**config.mk**
```make
export PLATFORM = sky130hd
export DESIGN_NAME = tmf_cmd_fifo
export DESIGN_NICKNAME = d
export VERILOG_FILES = /design/src/rtl/tmf_pkg.sv /design/src/rtl/tmf_cmd_fifo.sv
export SDC_FILE = /design/constraint.sdc
export NUM_CORES = 1
export LEC_CHECK = 0
export ABC_CLOCK_PERIOD_IN_PS = 10800
export BUFFER_PORTS_ARGS = -buffer_cell sky130_fd_sc_hd__buf_2
export CAP_MARGIN = 30
export CORE_MARGIN = 5
export CORE_UTILIZATION = 50
export DETAILED_ROUTE_END_ITERATION = 7
export PLACE_DENSITY = 0.79
export SLEW_MARGIN = 20
export SYNTH_ARGS = -nofsm -noshare
export SYNTH_HDL_FRONTEND = slang
export SYNTH_SLANG_ARGS = --single-unit
```
**constraint.sdc**
```tcl
create_clock -name clk -period 10.8 [get_ports clk]
set_input_delay 2.7 -clock clk [delete_from_list [all_inputs] [get_ports clk]]
set_output_delay 2.7 -clock clk [all_outputs]
set_load 0.01 [all_outputs]
```
**src/rtl/tmf_pkg.sv**
```systemverilog
// Shared constants, types and state encodings for the TLV message framer.
`default_nettype none

package tmf_pkg;

    // Buffer geometry.
    localparam int BUFFER_BYTES = 512;
    localparam int CAP_BYTES    = BUFFER_BYTES - (BUFFER_BYTES % 8);
    localparam int STORE_WORDS  = BUFFER_BYTES / 8;
    localparam int ADDR_W       = $clog2(STORE_WORDS);
    localparam int WCNT_W       = $clog2(STORE_WORDS + 1);
    localparam int OFS_W        = 10;
    localparam int FCNT_W       = 7;

    // Field layout sizes in bytes.
    localparam int HEADER_BYTES  = 16;
    localparam int INT16_BYTES   = 8;
    localparam int INT32_BYTES   = 16;
    localparam int STR_MIN_BYTES = 16;
    localparam int STR_HEAD_BYTES = 12;
    localparam int CHAR_BYTES    = 2;

    // Field type codes.
    localparam logic [7:0] TYPE_INT32  = 8'd0;
    localparam logic [7:0] TYPE_STRING = 8'd1;
    localparam logic [7:0] TYPE_INT16  = 8'd3;

    // Command queue depth (power of two).
    localparam int QUEUE_DEPTH = 4;
    localparam int QPTR_W      = $clog2(QUEUE_DEPTH);

    typedef enum logic [2:0] {
        MODE_START     = 3'd0,
        MODE_INT16     = 3'd1,
        MODE_INT32     = 3'd2,
        MODE_STR_BEGIN = 3'd3,
        MODE_STR_CHAR  = 3'd4,
        MODE_STR_END   = 3'd5,
        MODE_FINALIZE  = 3'd6
    } mode_t;

    typedef enum logic {
        CMD_WRITE = 1'b0,
        CMD_EMIT  = 1'b1
    } cmd_kind_t;

    // One queued operation for the back end: a byte-masked word write, or
    // a request to stream the message out.
    typedef struct packed {
        cmd_kind_t           kind;
        logic [ADDR_W-1:0]   addr;
        logic [7:0]          be;
        logic [63:0]         data;
        logic [WCNT_W-1:0]   words;
        logic [OFS_W-1:0]    total;
        logic                ovf;
    } cmd_t;

    typedef struct packed {
        logic full;
        logic empty;
    } qstat_t;

    typedef enum logic [2:0] {
        F_IDLE,
        F_CLOSE_LEN,
        F_CLOSE_PAD,
        F_OP,
        F_OP2,
        F_EMIT
    } front_state_t;

    typedef enum logic {
        B_IDLE,
        B_LOAD
    } back_state_t;

endpackage

`default_nettype wire

```
**src/rtl/tmf_cmd_fifo.sv**
```systemverilog
// Short command queue between the front end and the back end.
`default_nettype none

module tmf_cmd_fifo import tmf_pkg::*; (
    input  wire logic clk,
    input  wire logic rst_n,
    input  wire logic push,
    input  wire cmd_t push_cmd,
    input  wire logic pop,
    output cmd_t      pop_cmd,
    output qstat_t    status
);

    cmd_t              slot_reg [QUEUE_DEPTH];
    logic [QPTR_W-1:0] wr_ptr_reg, wr_ptr_next;
    logic [QPTR_W-1:0] rd_ptr_reg, rd_ptr_next;
    logic [QPTR_W:0]   fill_reg, fill_next;

    assign status.full  = (fill_reg == (QPTR_W+1)'(QUEUE_DEPTH));
    assign status.empty = (fill_reg == '0);
    assign pop_cmd      = slot_reg[rd_ptr_reg];

    // Pointer and fill count updates.
    always_comb
    begin
        wr_ptr_next = wr_ptr_reg + QPTR_W'(push);
        rd_ptr_next = rd_ptr_reg + QPTR_W'(pop);
        fill_next   = fill_reg + (QPTR_W+1)'(push) - (QPTR_W+1)'(pop);
    end

    always_ff @(posedge clk or negedge rst_n)
    begin
        if (!rst_n)
        begin
            wr_ptr_reg <= '0;
            rd_ptr_reg <= '0;
            fill_reg   <= '0;
        end
        else
        begin
            wr_ptr_reg <= wr_ptr_next;
            rd_ptr_reg <= rd_ptr_next;
            fill_reg   <= fill_next;
        end
    end

    // Queue slots.
    always_ff @(posedge clk)
    begin
        if (push)
        begin
            slot_reg[wr_ptr_reg] <= push_cmd;
        end
    end

endmodule

`default_nettype wire

```
==> flow_summary.yaml <==
place:
  placed_cells: 1103
  dp_hpwl_um: 15900
  portBuffers: 199
  gp_congestion: 0.671
setup_path:
  crit_fanout: 52
  criticalPathCategory: "flop to output pin"
  arrival_ps: 2790
  startpoint_type: "flop"
  cp.required_ps: 8100
  end_kind: "output pin"
yosys:
  yosysSeqAreaShare: 0.826
  synth_area_um2: 14300
  synth.avg_cell_area_um2: 26.9
  netlist_instances: 532
  synth_seq_cells: 395
  synth_fp_nets: 638
  yosys_warnings: 0
  synthDistinctLibCells: 17
die:
  die_h_um: 179
  pin_count: 200
  core_um2: 28500
  num_rows: 62
  initial_core_util: 0.503
  die_w_um: 179
  dieArea_um2: 32100
detailed_routing:
  viasPerCell: 5.39
  drt_iter0_drc: 477
  wirelength_um: 26500
  first_pass_iters: 4
  route.vias.total: 6333
  wl_per_cell_um: 22.6
  drtAntennaViolNets: 0
  drc: 0
sta:
  fin_skew_ps: 15.8
  finalSetupViolations: 0
  rsz0062_at_grt: "false"
  period_minus_slack_ps: 5490
  relSlewSlack: 0.417
  final_hold_viol_count: 0
  slew_viol_final: 0
  period_share: 0.509
  fmax_mhz: 182
  setup_tns_ps: 0
  holdWs_ps: 581
  tightest_slew_ps: 875
finish:
  syn_to_final_growth_pct: 19.1
  drive_gt1_frac: 0.465
  instances_no_fill: 1175
  largest_reg_flops: 388
  layout_commonest_cell: "edfxtp_1"
  fin_util: 0.599
  fillers: 1978
  final_cell_mix: "edfxtp_1, buf_2, mux4_2, clkbuf_16, clkinv_1"
  layout.nets: 868
power_and_ir_drop:
  p_leak_uw: 0.00583
  irDropWorstVdd_uv: 206
  p_per_area_nw_per_um2: 275
clock_network:
  numCtsBuffers: 40
  cts_tree: "done"
  cts_setup_buffers: 0
  cts_hold_buf: 0
  clkLatencyLatePin_ps: 510
  clock_sinks: 395
  clockRootBuffer: "clkbuf_16"
  htree_levels: 2
  path_clk_slew_ps: 50
  clockBufferDepth: 3
  cts_resized: 0
global_routing:
  antenna_found_initial: 5
  grt_pass1_wl_um: 40200
  grt_util_all_layers: 0.167
  gr-total-overflow: 0
  grt_pass1_vias: 6969
  grt_max_degree: 59
run_status:
  status: "finished, final reports clean"
flow_run:
  maxCapViolCount: 0
worst_hold_path:
  hold_path_class: "flop to flop"
[cells by family (layout without fill, tap and decap cells)]
| family | after synthesis | after routing | share of synthesized area |
|---|---|---|---|
| buffers and inverters | 26 | 284 | 0.0112 |
| xor gates and xnor gates | 3 | 3 | 0.00280 |
| other | 0 | 1 | 0 |
| and+or+nand+nor | 6 | 6 | 0.00306 |
| DFF | 395 | 395 | 0.826 |
| muxes | 97 | 97 | 0.153 |
| adders and majority gates | 5 | 5 | 0.00489 |
[routing by layer]
layer | vias up | routed length (µm) | GRT usage
met4 | 8 | 413 | 0.0374
met1 | 3306 | 10400 | 0.218
met2 | 198 | 13500 | 0.280
li1 | 2778 | - | -
met5 | - | 46 | 0
met3 | 43 | 2100 | 0.0506
[per-stage QoR]
stage / worst slack (ps) / cell area (µm²) / total power (µW)
after floorplan: 446 / 14300 / 3000
final: 5310 / 17100 / 4700
after detailed placement: 5370 / 15800 / 3470
after global routing: 5160 / 17100 / 4940
after CTS: 4800 / 17000 / 4770
after global placement: 5130 / 15700 / 3420
[power by group]
part,switching [µW],internal [µW]
clock,522,762
sequential,117,2010
combinational,675,608
total,1310,3390
[cell type report]
| cell class | instances | area [µm²] | area share |
|---|---|---|---|
| timing repair buffer | 210 | 1140 | 0.0667 |
| clock buffer | 46 | 1040 | 0.0612 |
| sequential | 395 | 11800 | 0.694 |
| multi-input combinational | 111 | 2360 | 0.138 |
| inverter | 4 | 15.0 | 0.000880 |
| clock inverter | 24 | 191 | 0.0112 |
| antenna | 1 | 2.50 | 0.000147 |
| tap | 384 | 480 | 0.0282 |
[path summary, 6_finish.rpt]
| check | startpoint | end | slack [ps] | cells after the start |
|---|---|---|---|---|
| worst max-delay path | rd_ptr_reg[1] | pop_cmd[63] | 5310 | 3 |
| worst min-delay path | wr_ptr_reg[1] | wr_ptr_reg[1] | 580 | 1 |
| worst max register to register | wr_ptr_reg[0] | slot_reg[2][53] | 8310 | 2 |
| worst min register to register | wr_ptr_reg[1] | wr_ptr_reg[1] | 580 | 1 |
| max in group asynchronous | rst_n | rd_ptr_reg[1] | 8590 | 1 |
| min in group asynchronous | rst_n | fill_reg[0] | 2020 | 1 |
[worst max-delay path, cell delays in order, from the launching register on]
cell	delay [ps]
dfrtp_4	880
buf_4	730
mux4_2	430
buf_2	160
[synth_stat cells (all sizes together)]
master | count | share of area
and3 | 1 | 0.00044
and3b | 2 | 0.0012
buf | 16 | 0.0086
clkbuf | 6 | 0.0016
dfrtp | 7 | 0.012
edfxtp | 388 | 0.81
fa | 1 | 0.0014
ha | 4 | 0.0035
inv | 4 | 0.0010
mux4 | 97 | 0.15
nor3 | 1 | 0.00035
nor3b | 2 | 0.0010
xnor3 | 1 | 0.0016
xor2 | 2 | 0.0012
(Power assumes the default switching activity.)
