File: src/rtl/tmf_pkg.sv
// Shared constants, types and state encodings for the TLV message framer.
`default_nettype none

package tmf_pkg;

    // Buffer geometry.
    localparam int BUFFER_BYTES = 512;
    localparam int CAP_BYTES    = BUFFER_BYTES - (BUFFER_BYTES % 8);
    localparam int STORE_WORDS  = BUFFER_BYTES / 8;
    localparam int ADDR_W       = $clog2(STORE_WORDS);
    localparam int WCNT_W       = $clog2(STORE_WORDS + 1);
    localparam int OFS_W        = 10;
    localparam int FCNT_W       = 7;

    // Field layout sizes in bytes.
    localparam int HEADER_BYTES  = 16;
    localparam int INT16_BYTES   = 8;
    localparam int INT32_BYTES   = 16;
    localparam int STR_MIN_BYTES = 16;
    localparam int STR_HEAD_BYTES = 12;
    localparam int CHAR_BYTES    = 2;

    // Field type codes.
    localparam logic [7:0] TYPE_INT32  = 8'd0;
    localparam logic [7:0] TYPE_STRING = 8'd1;
    localparam logic [7:0] TYPE_INT16  = 8'd3;

    // Command queue depth (power of two).
    localparam int QUEUE_DEPTH = 4;
    localparam int QPTR_W      = $clog2(QUEUE_DEPTH);

    typedef enum logic [2:0] {
        MODE_START     = 3'd0,
        MODE_INT16     = 3'd1,
        MODE_INT32     = 3'd2,
        MODE_STR_BEGIN = 3'd3,
        MODE_STR_CHAR  = 3'd4,
        MODE_STR_END   = 3'd5,
        MODE_FINALIZE  = 3'd6
    } mode_t;

    typedef enum logic {
        CMD_WRITE = 1'b0,
        CMD_EMIT  = 1'b1
    } cmd_kind_t;

    // One queued operation for the back end: a byte-masked word write, or
    // a request to stream the message out.
    typedef struct packed {
        cmd_kind_t           kind;
        logic [ADDR_W-1:0]   addr;
        logic [7:0]          be;
        logic [63:0]         data;
        logic [WCNT_W-1:0]   words;
        logic [OFS_W-1:0]    total;
        logic                ovf;
    } cmd_t;

    typedef struct packed {
        logic full;
        logic empty;
    } qstat_t;

    typedef enum logic [2:0] {
        F_IDLE,
        F_CLOSE_LEN,
        F_CLOSE_PAD,
        F_OP,
        F_OP2,
        F_EMIT
    } front_state_t;

    typedef enum logic {
        B_IDLE,
        B_LOAD
    } back_state_t;

endpackage

`default_nettype wire

File: src/rtl/tmf_front.sv
// Front end: accepts items, tracks the message layout and issues write commands.
`default_nettype none

module tmf_front import tmf_pkg::*; (
    input  wire logic        clk,
    input  wire logic        rst_n,
    input  wire logic        in_valid,
    output logic             in_ready,
    input  wire logic [2:0]  mode,
    input  wire logic [31:0] field_id,
    input  wire logic [31:0] value,
    input  wire logic        cfg_we,
    input  wire logic        stamp_message_id,
    input  wire qstat_t      q_status,
    output logic             push,
    output cmd_t             push_cmd
);

    front_state_t        state_reg, state_next;
    mode_t               mode_reg, mode_next;
    logic [31:0]         fid_reg, fid_next;
    logic [31:0]         val_reg, val_next;
    logic [OFS_W-1:0]    offset_reg, offset_next;
    logic [FCNT_W-1:0]   count_reg, count_next;
    logic [15:0]         code_reg, code_next;
    logic [31:0]         id_reg, id_next;
    logic [OFS_W-1:0]    head_reg, head_next;
    logic [OFS_W-1:0]    len_reg, len_next;
    logic                ovf_reg, ovf_next;
    logic                stamp_reg;

    logic                in_fire;
    logic                str_open;
    mode_t               mode_in;
    logic [OFS_W:0]      ofs_ext;
    logic                fits_char, fits_int16, fits_16;
    logic [ADDR_W-1:0]   wa, wa1, head_wa1;
    logic [2:0]          pos;
    logic [2:0]          char_shift;

    assign in_ready = (state_reg == F_IDLE) && !q_status.full;
    assign in_fire  = in_valid && in_ready;
    assign str_open = (head_reg != '0);
    assign mode_in  = mode_t'(mode);

    // Space checks against the usable capacity.
    assign ofs_ext    = {1'b0, offset_reg};
    assign fits_char  = (ofs_ext + (OFS_W+1)'(CHAR_BYTES))  <= (OFS_W+1)'(CAP_BYTES);
    assign fits_int16 = (ofs_ext + (OFS_W+1)'(INT16_BYTES)) <= (OFS_W+1)'(CAP_BYTES);
    assign fits_16    = (ofs_ext + (OFS_W+1)'(INT32_BYTES)) <= (OFS_W+1)'(CAP_BYTES);

    // Word addresses and byte position of the write pointer.
    assign wa         = offset_reg[ADDR_W+2:3];
    assign wa1        = wa + 1'b1;
    assign head_wa1   = head_reg[ADDR_W+2:3] + 1'b1;
    assign pos        = offset_reg[2:0];
    assign char_shift = 3'd6 - pos;

    // Configuration register.
    always_ff @(posedge clk or negedge rst_n)
    begin
        if (!rst_n)
        begin
            stamp_reg <= 1'b1;
        end
        else if (cfg_we)
        begin
            stamp_reg <= stamp_message_id;
        end
    end

    // Sequencer next state.
    always_comb
    begin
        state_next = state_reg;
        case (state_reg)
            F_IDLE:
            begin
                if (in_fire)
                begin
                    case (mode_in)
                        MODE_INT16, MODE_INT32, MODE_STR_BEGIN, MODE_FINALIZE:
                            state_next = str_open ? F_CLOSE_LEN : F_OP;
                        MODE_STR_END:
                            state_next = str_open ? F_CLOSE_LEN : F_IDLE;
                        default:
                            state_next = F_IDLE;
                    endcase
                end
            end
            F_CLOSE_LEN:
            begin
                if (!q_status.full)
                begin
                    state_next = F_CLOSE_PAD;
                end
            end
            F_CLOSE_PAD:
            begin
                if (!q_status.full)
                begin
                    state_next = (mode_reg == MODE_STR_END) ? F_IDLE : F_OP;
                end
            end
            F_OP:
            begin
                if (!q_status.full)
                begin
                    case (mode_reg)
                        MODE_INT32, MODE_STR_BEGIN:
                            state_next = fits_16 ? F_OP2 : F_IDLE;
                        MODE_FINALIZE:
                            state_next = F_OP2;
                        default:
                            state_next = F_IDLE;
                    endcase
                end
            end
            F_OP2:
            begin
                if (!q_status.full)
                begin
                    state_next = (mode_reg == MODE_FINALIZE) ? F_EMIT : F_IDLE;
                end
            end
            F_EMIT:
            begin
                if (!q_status.full)
                begin
                    state_next = F_IDLE;
                end
            end
            default:
                state_next = F_IDLE;
        endcase
    end

    // Commands and layout state updates.
    always_comb
    begin
        push        = 1'b0;
        push_cmd    = '0;
        mode_next   = mode_reg;
        fid_next    = fid_reg;
        val_next    = val_reg;
        offset_next = offset_reg;
        count_next  = count_reg;
        code_next   = code_reg;
        id_next     = id_reg;
        head_next   = head_reg;
        len_next    = len_reg;
        ovf_next    = ovf_reg;
        case (state_reg)
            F_IDLE:
            begin
                if (in_fire)
                begin
                    mode_next = mode_in;
                    fid_next  = field_id;
                    val_next  = value;
                    case (mode_in)
                        MODE_START:
                        begin
                            code_next   = value[15:0];
                            count_next  = '0;
                            offset_next = OFS_W'(HEADER_BYTES);
                            head_next   = '0;
                            len_next    = '0;
                            ovf_next    = 1'b0;
                        end
                        MODE_STR_CHAR:
                        begin
                            if (str_open)
                            begin
                                if (fits_char)
                                begin
                                    // Zero byte then the character.
                                    push          = 1'b1;
                                    push_cmd.kind = CMD_WRITE;
                                    push_cmd.addr = wa;
                                    push_cmd.be   = 8'b0000_0011 << char_shift;
                                    push_cmd.data = 64'(value[7:0]) << {char_shift, 3'b000};
                                    offset_next   = offset_reg + OFS_W'(CHAR_BYTES);
                                    len_next      = len_reg + OFS_W'(CHAR_BYTES);
                                end
                                else
                                begin
                                    // Drop the whole string.
                                    offset_next = head_reg;
                                    head_next   = '0;
                                    len_next    = '0;
                                    ovf_next    = 1'b1;
                                end
                            end
                        end
                        default:
                        begin
                        end
                    endcase
                end
            end
            F_CLOSE_LEN:
            begin
                if (!q_status.full)
                begin
                    // Patch the string length into its head.
                    push          = 1'b1;
                    push_cmd.kind = CMD_WRITE;
                    push_cmd.addr = head_wa1;
                    push_cmd.be   = 8'hF0;
                    push_cmd.data = {22'd0, len_reg, 32'd0};
                end
            end
            F_CLOSE_PAD:
            begin
                if (!q_status.full)
                begin
                    // Zero the rest of the current word.
                    push          = 1'b1;
                    push_cmd.kind = CMD_WRITE;
                    push_cmd.addr = wa;
                    push_cmd.be   = (pos == 3'd0) ? 8'h00 : (8'hFF >> pos);
                    push_cmd.data = '0;
                    offset_next   = {offset_reg[OFS_W-1:3] + (OFS_W-3)'(pos != 3'd0), 3'b000};
                    count_next    = count_reg + 1'b1;
                    head_next     = '0;
                    len_next      = '0;
                end
            end
            F_OP:
            begin
                if (!q_status.full)
                begin
                    case (mode_reg)
                        MODE_INT16:
                        begin
                            if (fits_int16)
                            begin
                                push          = 1'b1;
                                push_cmd.kind = CMD_WRITE;
                                push_cmd.addr = wa;
                                push_cmd.be   = 8'hFF;
                                push_cmd.data = {fid_reg, TYPE_INT16, 8'd0, val_reg[15:0]};
                                offset_next   = offset_reg + OFS_W'(INT16_BYTES);
                                count_next    = count_reg + 1'b1;
                            end
                            else
                            begin
                                ovf_next = 1'b1;
                            end
                        end
                        MODE_INT32:
                        begin
                            if (fits_16)
                            begin
                                push          = 1'b1;
                                push_cmd.kind = CMD_WRITE;
                                push_cmd.addr = wa;
                                push_cmd.be   = 8'hFF;
                                push_cmd.data = {fid_reg, TYPE_INT32, 24'd0};
                            end
                            else
                            begin
                                ovf_next = 1'b1;
                            end
                        end
                        MODE_STR_BEGIN:
                        begin
                            if (fits_16)
                            begin
                                push          = 1'b1;
                                push_cmd.kind = CMD_WRITE;
                                push_cmd.addr = wa;
                                push_cmd.be   = 8'hFF;
                                push_cmd.data = {fid_reg, TYPE_STRING, 24'd0};
                                head_next     = offset_reg;
                                len_next      = '0;
                            end
                            else
                            begin
                                ovf_next = 1'b1;
                            end
                        end
                        MODE_FINALIZE:
                        begin
                            // Header word: code, flags, size.
                            push          = 1'b1;
                            push_cmd.kind = CMD_WRITE;
                            push_cmd.addr = '0;
                            push_cmd.be   = 8'hFF;
                            push_cmd.data = {code_reg, 16'd0, 22'd0, offset_reg};
                        end
                        default:
                        begin
                        end
                    endcase
                end
            end
            F_OP2:
            begin
                if (!q_status.full)
                begin
                    push          = 1'b1;
                    push_cmd.kind = CMD_WRITE;
                    push_cmd.addr = wa1;
                    case (mode_reg)
                        MODE_INT32:
                        begin
                            push_cmd.be   = 8'hFF;
                            push_cmd.data = {val_reg, 32'd0};
                            offset_next   = offset_reg + OFS_W'(INT32_BYTES);
                            count_next    = count_reg + 1'b1;
                        end
                        MODE_STR_BEGIN:
                        begin
                            // Length starts at zero; characters fill the low half.
                            push_cmd.be   = 8'hF0;
                            push_cmd.data = '0;
                            offset_next   = offset_reg + OFS_W'(STR_HEAD_BYTES);
                        end
                        MODE_FINALIZE:
                        begin
                            // Header word: message id and field count.
                            push_cmd.addr = ADDR_W'(1);
                            push_cmd.be   = 8'hFF;
                            push_cmd.data = {(stamp_reg ? id_reg : 32'd0),
                                             {(32-FCNT_W){1'b0}}, count_reg};
                            if (stamp_reg)
                            begin
                                id_next = id_reg + 32'd1;
                            end
                        end
                        default:
                        begin
                            push = 1'b0;
                        end
                    endcase
                end
            end
            F_EMIT:
            begin
                if (!q_status.full)
                begin
                    push           = 1'b1;
                    push_cmd.kind  = CMD_EMIT;
                    push_cmd.words = WCNT_W'(offset_reg >> 3);
                    push_cmd.total = offset_reg;
                    push_cmd.ovf   = ovf_reg;
                end
            end
            default:
            begin
            end
        endcase
    end

    // Control and layout state.
    always_ff @(posedge clk or negedge rst_n)
    begin
        if (!rst_n)
        begin
            state_reg  <= F_IDLE;
            offset_reg <= OFS_W'(HEADER_BYTES);
            count_reg  <= '0;
            code_reg   <= '0;
            id_reg     <= 32'd1;
            head_reg   <= '0;
            len_reg    <= '0;
            ovf_reg    <= 1'b0;
        end
        else
        begin
            state_reg  <= state_next;
            offset_reg <= offset_next;
            count_reg  <= count_next;
            code_reg   <= code_next;
            id_reg     <= id_next;
            head_reg   <= head_next;
            len_reg    <= len_next;
            ovf_reg    <= ovf_next;
        end
    end

    // Latched item payload.
    always_ff @(posedge clk)
    begin
        mode_reg <= mode_next;
        fid_reg  <= fid_next;
        val_reg  <= val_next;
    end

endmodule

`default_nettype wire

File: config.mk
export PLATFORM = sky130hd
export DESIGN_NAME = tmf_front
export DESIGN_NICKNAME = d
export VERILOG_FILES = /design/src/rtl/tmf_pkg.sv /design/src/rtl/tmf_front.sv
export SDC_FILE = /design/constraint.sdc
export NUM_CORES = 1
export LEC_CHECK = 0
export BUFFER_PORTS_ARGS = -buffer_cell sky130_fd_sc_hd__buf_2
export CAP_MARGIN = 25
export CORE_MARGIN = 5
export CORE_UTILIZATION = 45
export CTS_BUF_LIST = sky130_fd_sc_hd__clkbuf_4
export CTS_CLUSTER_SIZE = 28
export DETAILED_ROUTE_END_ITERATION = 10
export HOLD_SLACK_MARGIN = 0.05
export PLACE_DENSITY_LB_ADDON = 0.05
export SYNTH_ARGS = -nofsm -noshare
export SYNTH_HDL_FRONTEND = slang
export SYNTH_SLANG_ARGS = --single-unit
File: constraint.sdc
create_clock -name clk -period 5.8 [get_ports clk]
set_input_delay 0.29 -clock clk [delete_from_list [all_inputs] [get_ports clk]]
set_output_delay 0.29 -clock clk [all_outputs]
set_load 0.03 [all_outputs]
==> results.tsv <==
metric	value	unit
run status	finished clean	
share of cells above drive strength 1	19.7	%
mux cell area share after synthesis	1.12	%
die area	23600	µm²
total CTS buffers	17	
drt pass-1 iters	6	
vias per cell	5.94	
I/O pin cnt	173	
Pwr per Cell Area	319	nW/µm²
Net Count, Synth	1111	
Max-slew headroom	34.2	%
post-synthesis cell type count	71	
CTS Sinks	156	
nets	1309	
largest net degree at the start of global routing	58	
Hold Crit Class	input port to asynchronous set/reset pin	
XOR/XNOR Fraction of Synth Area	5.00	%
Clk Latency, worst-skew pair	570	ps
Crit Path Max Fanout	23	
Final Hold Vio Count	0	
Synth async-reset ratio	57.1	%
Gate Count Post-Synth	1013	
Max-cap violations	0	
violation count after the first detailed-route iteration	931	
DRC viols	0	
Max Transition Viols Final	0	
CP Buf/Inv Count	2	
H-tree levels	4	
setup TNS	0	ps
Die X	154	µm
Final Cycle Share	87.3	%
Final Instance Area	11300	µm²
Warnings, synthesis	0	
sequential cell fraction of total power	43.2	%
P&R area growth vs syn	21.7	%
vias in the first global route	8494	
Psw	1.61	mW
first-pass GRT wire length	51700	µm
largest family of logic cells by synthesized area	simple AND/OR/NAND/NOR gates	
Worst path top cell family by delay	compound AO/OA/AOI/OAI gates	
fillers	1921	
sequential share of the synthesized area	45.7	%
R2R Setup Slk	2170	ps
port bufs	171	
Row Count	52	
Final min period	5070	ps
Internal Power	2.00	mW
area share of the largest cell type after synthesis	23.2	%
RR Endpoint	len_reg[5]	
leakage	4.87	nW
DRT antenna net count	0	
Initial Util	45.7	%
worst r2r src	offset_reg[4]	
Max VDD drop	0.140	mV
CTS tree	yes	
commonest non-fill, non-tap cell in the layout	buf_2	
vias	8898	
Die Height	154	µm
Gate power share	37.3	%
RSZ-0062 raised after global routing	false	
Crit path required time	5510	ps
Max Buffers Root-to-Sink	2	
Clk pwr share	19.5	%
Crit-path slowest cell	dfstp_2	
Worst-Margin Slew	984	ps
Max Clock Skew	29.4	ps
Total GRT Usage	28.2	%
post-synth top area cell	dfrtp_1	
root buf cell	clkbuf_4	
compound-cell area share of the yosys netlist	18.6	%
final wirelength	33900	µm
Reg2Reg Depth	8	
Max Clock Freq	0.197	GHz
clk slew on worst S/H paths	170	ps
post-cts resize count	0	
Crit. End Element	primary output	
syn_area_per_cell	9.16	µm²
Top FF cell, synth	dfrtp_1	
Simple-Gate Fraction of Synth Area	21.5	%
Cell Area, Synth	9280	µm²
WS Path Type	register to primary output	
wire per inst	22.7	µm
core area	20300	µm²
top post-synthesis cells by area	dfrtp_1 (23%), edfxtp_1 (22%), nand2_1 (6.4%), o21ai_0 (5.1%), xnor2_1 (3.6%)	
sw frac	44.6	%
slowest stage delay, CP	850	ps
Final setup viols	0	
post-synthesis adder-cell area fraction	3.24	%
Worst setup SP type	register	
commonest cells after routing, fill and taps aside	buf_2 (170), nand2_1 (159), o21ai_0 (94)	
initial antenna violation count	1	
synthesis-stage register bit count	156	
Congestion Overflow GR	0	
hpwl dp	24200	µm
worst-path cell chain	ha_1, nand3_1, xor2_1, nand4_1, a21oi_1, o21a_1, buf_4, a222oi_1, o31ai_1, buf_2	
Arrival @ worst endpoint	4780	ps
placed inst area	10300	µm²
number of synthesized flops with an enable pin	67	
GPL Wtd Cong	0.978	
==> worst register-to-register path, delay by kind of cell (launching register included) <==
kind / cells / cell delay, ps
simple gates: 3 / 1230
flops: 1 / 850
compound gates: 2 / 670
fa+ha+maj: 1 / 370
buf+inv: 1 / 240
xor+xnor: 1 / 180
==> what timing repair did <==
| item | 4_1_cts | 5_1_grt |
|---|---|---|
| setup buffers | 0 | 0 |
| hold buffers | 70 | 0 |
| endpoints found under the hold margin | 116 | 0 |
==> per-layer routing <==
layer  track usage [%]  wire (µm)  vias up
met4              5.38        461        0
met3              6.55       2930       34
li1                  -          -     4083
met5                 0          0        -
met2              41.7      15200      430
met1              42.7      15400     4351
==> synthesized netlist by cell type (19+ instances only) <==
library cell  count
a21oi_1          31
a222oi_1         25
a22oi_1          23
and2_1           19
clkbuf_1         60
dfrtp_1          86
edfxtp_1         67
ha_1             24
inv_1            22
nand2_1         159
nand3_1          41
nor2_1           81
o21ai_0          94
xnor2_1          38
==> layout make-up <==
type / instances / area (µm²) / area share (%)
multi-input cells: 754 / 4610 / 40.8
flip-flops and latches: 156 / 4240 / 37.6
repair buffers: 260 / 1700 / 15.1
well taps: 270 / 338 / 2.99
clock inverters: 15 / 184 / 1.63
clock buffers: 17 / 128 / 1.13
inverters: 22 / 82.6 / 0.731
diodes: 3 / 7.51 / 0.0665
==> power by group through the flow <==
stage	Sequential, mW	Clock, mW	Combinational [mW]
floorplan	1.45	0	0.930
CTS	1.55	0.720	1.32
finish	1.56	0.704	1.34
detailed placement	1.57	0	1.28
global placement	1.57	0	1.27
global route	1.58	0.771	1.46
==> worst max-delay path by stage <==
| stage | slack (ps) | from | end | cells past startpoint |
|---|---|---|---|---|
| after floorplan | 2190 | offset_reg[2] | push_cmd[66] | 12 |
| after global placement | 1500 | offset_reg[4] | push_cmd[69] | 10 |
| after detailed placement | 1470 | offset_reg[4] | push_cmd[69] | 10 |
| after CTS | 800 | offset_reg[4] | push_cmd[69] | 10 |
| after global routing | 500 | offset_reg[4] | push_cmd[69] | 10 |
| final | 730 | offset_reg[4] | push_cmd[69] | 10 |
==> logic make-up (layout without fill, tap and decap cells) <==
family,after synthesis,after routing
adders and majority gates,24,24
muxes,10,10
buffers and inverters,103,314
xor gates and xnor gates,53,53
DFF,156,156
AOI/OAI and AO/OA,256,256
other,0,3
and+or+nand+nor,411,411
==> through the flow <==
stage | setup slack (ps) | utilization (%) | instances | hold slack, ps | total power, mW
after global placement | 1500 | 50.6 | 1391 | 265 | 2.84
after floorplan | 2190 | - | 1013 | -5.59 | 2.38
after detailed placement | 1470 | 50.6 | 1392 | 266 | 2.85
after CTS | 798 | 55.6 | 1494 | 160 | 3.59
final | 735 | 55.6 | 1497 | 193 | 3.60
after global routing | 498 | 55.6 | 1495 | 152 | 3.81
(Power assumes the default switching activity.)
